<file path="config.mk">
export PLATFORM = sky130hd
export DESIGN_NAME = cfrc_parser
export DESIGN_NICKNAME = d
export VERILOG_FILES = /design/src/design/cfrc_pkg.sv /design/src/design/cfrc_crc16.sv /design/src/design/cfrc_parser.sv
export SDC_FILE = /design/constraint.sdc
export NUM_CORES = 1
export LEC_CHECK = 0
export BUFFER_PORTS_ARGS = -buffer_cell sky130_fd_sc_hd__buf_2
export CAP_MARGIN = 20
export CORE_AREA = 4 4 107 109
export DETAILED_ROUTE_END_ITERATION = 10
export DIE_AREA = 0 0 111 113
export PLACE_DENSITY = 0.82
export SLEW_MARGIN = 20
export SYNTH_ARGS = -nofsm -noshare
export SYNTH_HDL_FRONTEND = slang
export SYNTH_SLANG_ARGS = --single-unit
</file>
<file path="constraint.sdc">
create_clock -name clk_i -period 10.4 [get_ports clk_i]
set_input_delay 1.04 -clock clk_i [delete_from_list [all_inputs] [get_ports clk_i]]
set_output_delay 1.04 -clock clk_i [all_outputs]
set_load 0.02 [all_outputs]
</file>
<file path="src/design/cfrc_pkg.sv">
// ----------------------------------------------------------------------------
// cfrc_pkg
// Shared types and constants for the framed response checker: header layout,
// result codes and the beat carried from the parser to the output register.
// ----------------------------------------------------------------------------
package cfrc_pkg;

  localparam int unsigned HdrBytes = 8;
  localparam int unsigned PosWidth = 17;

  localparam logic [7:0]  ProcCode = 8'h6E;
  localparam logic [15:0] CrcPoly  = 16'h1021;

  // header byte positions
  localparam logic [2:0] HdrPosProc   = 3'd0;
  localparam logic [2:0] HdrPosStatus = 3'd1;
  localparam logic [2:0] HdrPosCmd    = 3'd3;
  localparam logic [2:0] HdrPosLenHi  = 3'd4;
  localparam logic [2:0] HdrPosLenLo  = 3'd5;
  localparam logic [2:0] HdrPosCrcHi  = 3'd6;
  localparam logic [2:0] HdrPosCrcLo  = 3'd7;

  typedef enum logic [2:0] {
    RES_OK           = 3'd0,
    RES_BAD_PROC     = 3'd1,
    RES_CAM_ERR      = 3'd2,
    RES_CMD_MISMATCH = 3'd3,
    RES_HDR_CRC      = 3'd4,
    RES_PKT_CRC      = 3'd5
  } res_code_e;

  typedef struct packed {
    logic        vld;
    logic [7:0]  data;
    res_code_e   code;
    logic [7:0]  cam;
    logic [15:0] len;
    logic        last;
  } res_t;

endpackage

</file>
<file path="src/design/cfrc_crc16.sv">
// ----------------------------------------------------------------------------
// cfrc_crc16
// One-byte update of a CRC-16 with polynomial 0x1021, msb first, no reflection.
// ----------------------------------------------------------------------------
module cfrc_crc16 (
  input  logic [15:0] crc_i,
  input  logic [7:0]  byte_i,
  output logic [15:0] crc_o
);

  always_comb begin
    logic [15:0] c;
    c = crc_i ^ {byte_i, 8'h00};
    for (int i = 0; i < 8; i++) begin
      if (c[15]) begin
        c = {c[14:0], 1'b0} ^ cfrc_pkg::CrcPoly;
      end else begin
        c = {c[14:0], 1'b0};
      end
    end
    crc_o = c;
  end

endmodule

</file>
<file path="src/design/cfrc_parser.sv">
// ----------------------------------------------------------------------------
// cfrc_parser
// Packet state: tracks the byte position, captures header fields, runs the
// header checks and the trailer crc compare, and forms a result for each payload byte and one status result per packet.
// ----------------------------------------------------------------------------
module cfrc_parser (
  input  logic                clk_i,
  input  logic                rst_ni,
  input  logic                step_i,
  input  logic [7:0]          byte_i,
  input  logic [7:0]          exp_cmd_i,
  output cfrc_pkg::res_t      res_o
);

  logic [cfrc_pkg::PosWidth-1:0] pos_q, pos_d, pay_end;
  logic        proc_ok_q, proc_ok_d;
  logic [7:0]  status_q, status_d;
  logic [7:0]  cmd_q, cmd_d;
  logic [15:0] len_q, len_d;
  logic [15:0] hdr_crc_q, hdr_crc_d;
  logic [7:0]  crc_hi_q, crc_hi_d;
  logic [15:0] crc_q, crc_d;
  logic [15:0] crc_next;
  logic [15:0] got;
  logic        final_en;

  cfrc_crc16 u_crc (
    .crc_i  (crc_q),
    .byte_i (byte_i),
    .crc_o  (crc_next)
  );

  assign pay_end = cfrc_pkg::PosWidth'(cfrc_pkg::HdrBytes) + {1'b0, len_q};
  assign got     = {crc_hi_q, byte_i};

  always_comb begin
    cfrc_pkg::res_code_e code;
    code       = cfrc_pkg::RES_OK;
    final_en   = 1'b0;
    pos_d      = pos_q;
    proc_ok_d  = proc_ok_q;
    status_d   = status_q;
    cmd_d      = cmd_q;
    len_d      = len_q;
    hdr_crc_d  = hdr_crc_q;
    crc_hi_d   = crc_hi_q;
    crc_d      = crc_q;
    res_o      = '0;
    res_o.code = cfrc_pkg::RES_OK;

    if (step_i) begin
      pos_d = cfrc_pkg::PosWidth'(pos_q + 1'b1);
      if (pos_q < cfrc_pkg::PosWidth'(cfrc_pkg::HdrBytes)) begin
        crc_d = crc_next;
        case (pos_q[2:0])
          cfrc_pkg::HdrPosProc:   proc_ok_d = (byte_i == cfrc_pkg::ProcCode);
          cfrc_pkg::HdrPosStatus: status_d  = byte_i;
          cfrc_pkg::HdrPosCmd:    cmd_d     = byte_i;
          cfrc_pkg::HdrPosLenHi:  len_d     = {byte_i, 8'h00};
          cfrc_pkg::HdrPosLenLo: begin
            len_d     = {len_q[15:8], byte_i};
            hdr_crc_d = crc_next;
          end
          cfrc_pkg::HdrPosCrcHi:  crc_hi_d  = byte_i;
          default: ;
        endcase
        if (pos_q[2:0] == cfrc_pkg::HdrPosCrcLo) begin
          final_en = 1'b1;
          if (!proc_ok_q) begin
            code = cfrc_pkg::RES_BAD_PROC;
          end else if (status_q != 8'h00) begin
            code = cfrc_pkg::RES_CAM_ERR;
          end else if (cmd_q != exp_cmd_i) begin
            code = cfrc_pkg::RES_CMD_MISMATCH;
          end else if (got != hdr_crc_q) begin
            code = cfrc_pkg::RES_HDR_CRC;
          end else begin
            final_en = 1'b0;
          end
        end
      end else if (pos_q < pay_end) begin
        crc_d      = crc_next;
        res_o.vld  = 1'b1;
        res_o.data = byte_i;
      end else if (pos_q == pay_end) begin
        crc_hi_d = byte_i;
      end else begin
        final_en = 1'b1;
        code     = (got == crc_q) ? cfrc_pkg::RES_OK : cfrc_pkg::RES_PKT_CRC;
      end

      if (final_en) begin
        res_o.vld  = 1'b1;
        res_o.last = 1'b1;
        res_o.code = code;
        res_o.cam  = (code == cfrc_pkg::RES_CAM_ERR) ? status_q : 8'h00;
        res_o.len  = (code == cfrc_pkg::RES_OK) ? len_q : 16'h0000;
        pos_d      = '0;
        proc_ok_d  = 1'b0;
        status_d   = '0;
        cmd_d      = '0;
        len_d      = '0;
        hdr_crc_d  = '0;
        crc_hi_d   = '0;
        crc_d      = '0;
      end
    end
  end

  always_ff @(posedge clk_i or negedge rst_ni) begin
    if (!rst_ni) begin
      pos_q     <= '0;
      proc_ok_q <= 1'b0;
      status_q  <= '0;
      cmd_q     <= '0;
      len_q     <= '0;
      hdr_crc_q <= '0;
      crc_hi_q  <= '0;
      crc_q     <= '0;
    end else begin
      pos_q     <= pos_d;
      proc_ok_q <= proc_ok_d;
      status_q  <= status_d;
      cmd_q     <= cmd_d;
      len_q     <= len_d;
      hdr_crc_q <= hdr_crc_d;
      crc_hi_q  <= crc_hi_d;
      crc_q     <= crc_d;
    end
  end

endmodule

</file>
==> results.yml, run 1 <==
clocking:
  cts_buffers: 9
  clock_latency_ns: 0.39
  clockBufferDepth: 2
  clock_sink_count: 90
  cts_tree: "done"
  post-cts-setup-buffer-count: 0
  htreeDepth: 3
  cts_root_buf: "clkbuf_8"
  cts_resized: 0
  cts_hold_buf: 0
  cts.clk_slew.worst_paths_ns: 0.09
detailed_routing:
  routed_wl_um: 17740
  via_per_inst: 6.530
  drc_errors: 0
  vias: 5818
  drt_iter0_drc: 659
  wl_per_cell_um: 19.91
  final_antenna_net_count: 0
  first_pass_iters: 5
logic_synthesis:
  synth_xor_area_frac: 0.1202
  ys.flop_type: "dfrtp_1"
  ys_seq_elements: 90
  yosys.area.top_type: "dfrtp_1"
  ys_seq_area_frac: 0.3636
  netlist_area_mm2: 0.006193
  yosys.area_share.simple: 0.2176
  ys_types: 50
  yosysTopAreaCellShare: 0.3636
  synth_mux_area_frac: 0.01616
  synth_nets: 765
  yosys_warnings: 0
  synth-compound-area-share: 0.1745
  synthAdderAreaFrac: 0.04848
  synth-edff-count: 0
  synthTopCellsByArea: "dfrtp_1, xor2_1, o211ai_1"
  syn_inst: 722
  async_reset_ff_frac: 1.000
  syn_avg_cell_area_um2: 8.578
  synth_top_family_by_area: "simple AND/OR/NAND/NOR gates"
timing:
  setup_viol: 0
  final.period_utilization: 0.5083
  worst_pin_slew_ns: 0.9934
  fmax_ghz: 0.1892
  fin_setup_tns_ns: 0
  max_slew_margin: 0.3377
  hold_viol: 0
  finClkSkew_ns: 0.02223
  maxSlewViolCount: 0
  rsz0062_at_grt: "false"
  fin_crit_ns: 5.286
  whs_ns: 0.5815
setup_path:
  crit_type: "flop to primary output"
  slowest_delay_ns: 0.45
  crit_path_max_fanout: 40
  cp-end-kind: "primary output"
  slowest_stage: "dfrtp_1"
  crit_chain: "and3_1 > nand3_1 > nor2_1 > nand2_1 > xor2_1 > ha_1 > nand4_1 > nor4_1 > a22o_1 > o31ai_4 > buf_4 > nor4_1 > buf_4 > and2_1 > buf_2"
  start_kind: "flop"
  crit_arrival_ns: 4.25
  cp.required_ns: 9.36
placement:
  io_buffers: 55
  place.gp.congestion: 0.8821
  hpwl_um: 11790
  placed_cells: 875
power_and_ir_drop:
  power_frac_clock: 0.236
  p_sw_frac: 0.3936
  p_int_mw: 0.7314
  vdd_drop_max_mv: 0.1570
  p_comb_frac: 0.364
  power_frac_seq: 0.400
  powerDensity_mw_per_mm2: 177.5
  p_leak_nw: 2.952
  switchingPower_mw: 0.4748
cells_and_area:
  nets: 789
  utilization: 0.6409
  layout-drive-gt1-share: 0.1305
  diodes: 0
  layout.cells.non_filler: 891
  syn2layout_area_growth_pct: 9.717
die:
  die_area_mm2: 0.01254
  core_area_mm2: 0.01060
  die_w_um: 111
  initial_core_util: 0.5841
  pin_count: 56
  num_rows: 38
  die_h_um: 113
hold_path:
  hp-class: "flop to flop"
job:
  maxCapViolations: 0
grt:
  grt_pass1_vias: 5542
  grt-ovfl-total: 0
  grt_start_max_net_pins: 56
  antenna_found_initial: 0
  grtUsageTotal: 0.2825
  grt_pass1_wl_um: 28740
outcome:
  status: "finished, final reports clean"
==> worst max-delay path: cells and delay by family (launching register included) <==
kind / cells / cell delay, ns
AO/OA/AOI/OAI: 2 / 0.41
adder cells (fa/ha/maj): 1 / 0.32
flip-flops: 1 / 0.45
buffers and inverters: 3 / 0.70
AND/OR/NAND/NOR: 8 / 1.80
XOR/XNOR: 1 / 0.16
==> per-stage QoR <==
| stage | power [mW] | setup WS [ns] | cell area, um2 |
|---|---|---|---|
| 2_1_floorplan | 0.8084 | 6.134 | 6193 |
| 3_3_place_gp | 0.8998 | 5.780 | 6563 |
| 3_5_place_dp | 0.9168 | 5.577 | 6563 |
| 4_1_cts | 1.201 | 5.170 | 6795 |
| 5_1_grt | 1.277 | 4.784 | 6795 |
| 6_report | 1.206 | 5.114 | 6795 |
==> area by class of cell <==
| class | instances | area [um2] |
|---|---|---|
| Clock inverter | 6 | 95.09 |
| Fill cell | 867 | 3807 |
| Clock buffer | 10 | 137.6 |
| Tap cell | 140 | 175.2 |
| Timing Repair Buffer | 66 | 360.3 |
| Multi-Input combinational cell | 540 | 3628 |
| Sequential cell | 90 | 2252 |
| Inverter | 39 | 146.4 |
==> cell families after synthesis <==
logic type,after synthesis
AND/OR/NAND/NOR,253
buffers and inverters,92
adder cells (fa/ha/maj),24
AO/OA/AOI/OAI,168
XOR/XNOR,85
flip-flops,90
multiplexers,10
==> power by group through the flow <==
stage	sequential, mW	clock (mW)	combinational [mW]
finish	0.483	0.285	0.439
global route	0.491	0.301	0.485
CTS	0.481	0.286	0.434
detailed placement	0.488	0	0.429
global placement	0.484	0	0.416
floorplan	0.466	0	0.342
==> layer usage <==
metal / up-vias / track usage / share of wire
li1: 2614 / - / -
met1: 2869 / 0.3647 / 0.40
met2: 283 / 0.4741 / 0.49
met3: 52 / 0.04225 / 0.080
met4: 0 / 0.1256 / 0.033
met5: - / 0 / 0
==> cells in the mapped netlist, types with 2 or more instances <==
cell       number
nor4_1         15
buf_1           2
o311ai_1        2
and2_1         34
dfrtp_1        90
nand4_1        27
xor2_1         60
nor2_1         10
nand3_1        73
and3_1          7
or4_1           4
or2_2           4
buf_2          12
o211a_1         2
nand2_1        63
nor2b_1         2
inv_1          37
mux2i_1        10
o211ai_1       52
o2111ai_1       8
o21ai_0        69
ha_1           24
clkbuf_1       38
a21o_1          4
a21oi_1        18
o22ai_1         3
nor3_1          4
xnor2_1        25
nor3b_1         2
==> state kept, by name, indices dropped and copies added, names as in the netlist <==
register and count:
len_q 16, crc_hi_q 8, status_q 8, crc_q 16, hdr_crc_q 16, pos_q 17
proc_ok_q 1, cmd_q 8
==> worst paths after layout <==
kind	startpoint	end	slack, ns	cells past startpoint
worst max register to register	len_q[5]$_DFFE_PN0P_	pos_q[5]$_DFFE_PN0P_	6.33	14
worst min register to register	crc_hi_q[2]$_DFFE_PN0P_	crc_hi_q[2]$_DFFE_PN0P_	0.58	2
max in group asynchronous	rst_ni	hdr_crc_q[8]$_DFFE_PN0P_	8.70	2
worst min-delay path	crc_hi_q[2]$_DFFE_PN0P_	crc_hi_q[2]$_DFFE_PN0P_	0.58	2
min in group asynchronous	rst_ni	pos_q[12]$_DFFE_PN0P_	0.66	1
worst max-delay path	len_q[5]$_DFFE_PN0P_	res_o[7]	5.11	15
==> layout by cell type (no fill, tap or decap), drive strengths merged, types with 3 or more instances in the layout <==
cell / Yosys / final
nor4: 17 / 17
o22ai: 3 / 3
nand3: 73 / 73
ha: 24 / 24
inv: 38 / 40
o2111ai: 8 / 8
xor2: 60 / 60
buf: 15 / 66
nand2: 63 / 63
nor2: 10 / 10
a21o: 4 / 4
and2: 34 / 34
clkbuf: 38 / 10
xnor2: 25 / 25
or2: 4 / 4
o21ai: 71 / 71
o211ai: 52 / 52
mux2i: 10 / 10
clkinv: 1 / 3
a21oi: 18 / 18
nand4: 27 / 27
and3: 7 / 7
dfrtp: 90 / 90
nor3: 4 / 4
or4: 5 / 5
Power figures use the tool's default switching activity.
==> run 2, diff against run 1 <==
Clock period 10.4 ns to 5 ns, I/O delays scaled along.
==> run 2 against run 1 <==
Cell area down 0.59%. Sequential share of layout area up 0.20 points. Core utilization down 0.38 points. Clock-buffer cell count unchanged. Final cell count up 0.11%. Clock skew about the same. Non-clock buffer count up 2. Largest cell class unchanged.
==> results.yml, run 2 (synthesis results as in run 1) <==
outcome:
  status: "finished, final reports clean"
grt:
  antenna_found_initial: 0
  grt_pass1_vias: 5684
  grt_start_max_net_pins: 56
  grtUsageTotal: 0.2807
  grt_pass1_wl_um: 28640
  grt-ovfl-total: 0
clocking:
  post-cts-setup-buffer-count: 0
  htreeDepth: 3
  cts_tree: "done"
  cts_root_buf: "clkbuf_8"
  cts_resized: 0
  cts_buffers: 9
  clockBufferDepth: 2
  clock_sink_count: 90
  cts.clk_slew.worst_paths_ns: 0.10
  cts_hold_buf: 0
  clock_latency_ns: 0.38
setup_path:
  cp.required_ns: 4.50
  crit_chain: "and3_1 > nand3_1 > nor2_1 > nand2_1 > xor2_1 > ha_1 > nand4_1 > nor4_1 > a22o_1 > o31ai_4 > nor4_1 > buf_4 > and2_1 > buf_2"
  crit_arrival_ns: 3.91
  start_kind: "flop"
  r2r_end: "crc_q[2]$_DFFE_PN0P_"
  crit_type: "flop to primary output"
  r2r_slack_ns: 1.06
  crit_path_start: "len_q[5]$_DFFE_PN0P_"
  slowest_stage: "dfrtp_1"
  path_common_cell: "nor4_1"
  worstReg2RegStart: "len_q[5]$_DFFE_PN0P_"
  slowest_delay_ns: 0.46
  cp-endpoint: "res_o[4]"
  worst-r2r-cell-count: 13
  crit_path_max_fanout: 16
  cp-end-kind: "primary output"
detailed_routing:
  wl_per_cell_um: 19.93
  routed_wl_um: 17780
  drt_iter0_drc: 464
  first_pass_iters: 5
  via_per_inst: 6.525
  drc_errors: 0
  vias: 5820
  final_antenna_net_count: 0
timing:
  final.period_utilization: 0.8820
  maxSlewViolCount: 0
  fin_setup_tns_ns: 0
  max_slew_margin: 0.3920
  rsz0062_at_grt: "false"
  finClkSkew_ns: 0.02213
  fmax_ghz: 0.2268
  setup_viol: 0
  worst_pin_slew_ns: 0.9053
  layout_setup_ws_ns: 0.5900
  fin_crit_ns: 4.410
  hold_viol: 0
cells_and_area:
  max_flop_register: "pos_q"
  layout-drive-gt1-share: 0.1316
  final_common_cell: "dfrtp_1"
  mostFrequentLayoutCells: "dfrtp_1, nand3_1, o21ai_0, nand2_1, xor2_1"
  syn2layout_area_growth_pct: 9.071
  nets: 791
  diodes: 0
  post-route-cell-area_mm2: 0.006755
  largest_register_ffs: 17
hold_path:
  hp-class: "input pin to asynchronous set/reset pin"
die:
  die_area_mm2: 0.01254
  die_h_um: 113
  num_rows: 38
  core_area_mm2: 0.01060
  pin_count: 56
  initial_core_util: 0.5841
  die_w_um: 111
power_and_ir_drop:
  powerDensity_mw_per_mm2: 357.3
  p_leak_nw: 2.925
  vdd_drop_max_mv: 0.3252
job:
  maxCapViolations: 0
placement:
  dpl_cell_area_mm2: 0.006578
  hpwl_um: 12170
  dp_slack_ns: 1.022
  place.gp.congestion: 0.9866
  io_buffers: 55
[run 2: cell count changes in the layout (fill, tap and decap cells not counted), sizes merged]
cell	previous run	this run
buf	66	68
clkinv	3	2
inv	40	39
bufinv	2	0
clkinvlp	0	3
[run 2: how the worst min path moves through the flow]
| stage | cells after the start | startpoint | end | slack [ns] |
|---|---|---|---|---|
| after floorplan | 0 | rst_ni | cmd_q[0]$_DFFE_PN0P_ | 0.20 |
| after global placement | 1 | rst_ni | len_q[11]$_DFFE_PN0P_ | 0.52 |
| after detailed placement | 1 | rst_ni | len_q[9]$_DFFE_PN0P_ | 0.52 |
| after CTS | 1 | rst_ni | len_q[2]$_DFFE_PN0P_ | 0.12 |
| after global routing | 1 | rst_ni | len_q[4]$_DFFE_PN0P_ | 0.14 |
| final | 1 | rst_ni | status_q[1]$_DFFE_PN0P_ | 0.12 |
[run 2: cell type report]
type                    instances  area [um2]
repair buffers                 68       375.4
clock inverters                 5       40.04
flip-flops and latches         90        2252
well taps                     140       175.2
fillers                       869        3847
multi-input cells             540        3628
inverters                      39       146.4
clock buffers                  10       137.6
[run 2: stage by stage]
| step | util | total power, mW | hold slack [ns] | std cells |
|---|---|---|---|---|
| finish | 0.6371 | 2.414 | 0.1186 | 892 |
| global route | 0.6371 | 2.565 | 0.1355 | 892 |
| CTS | 0.6371 | 2.397 | 0.1234 | 892 |
| detailed placement | 0.6204 | 1.930 | 0.5227 | 877 |
| global placement | 0.6204 | 1.890 | 0.5185 | 877 |
| floorplan | - | 1.682 | 0.2044 | 722 |
[run 2: report_power, final]
part | leakage [nW] | internal (mW) | switching, mW
logic | 1.91 | 0.371 | 0.560
clock network | 0.0810 | 0.194 | 0.278
registers | 0.934 | 0.850 | 0.161
[run 2: critical path, delay by kind of cell (launching register included)]
kind            cells  cell delay (ns)
flops               1             0.46
buf+inv             2             0.41
fa+ha+maj           1             0.31
compound gates      2             0.46
simple gates        8             1.73
xor+xnor            1             0.16
[run 2: per-layer routing]
layer / track usage / wire length, um
met1: 0.3510 / 6920
met2: 0.4668 / 8593
met3: 0.05775 / 1516
met4: 0.1363 / 751
met5: 0 / 0
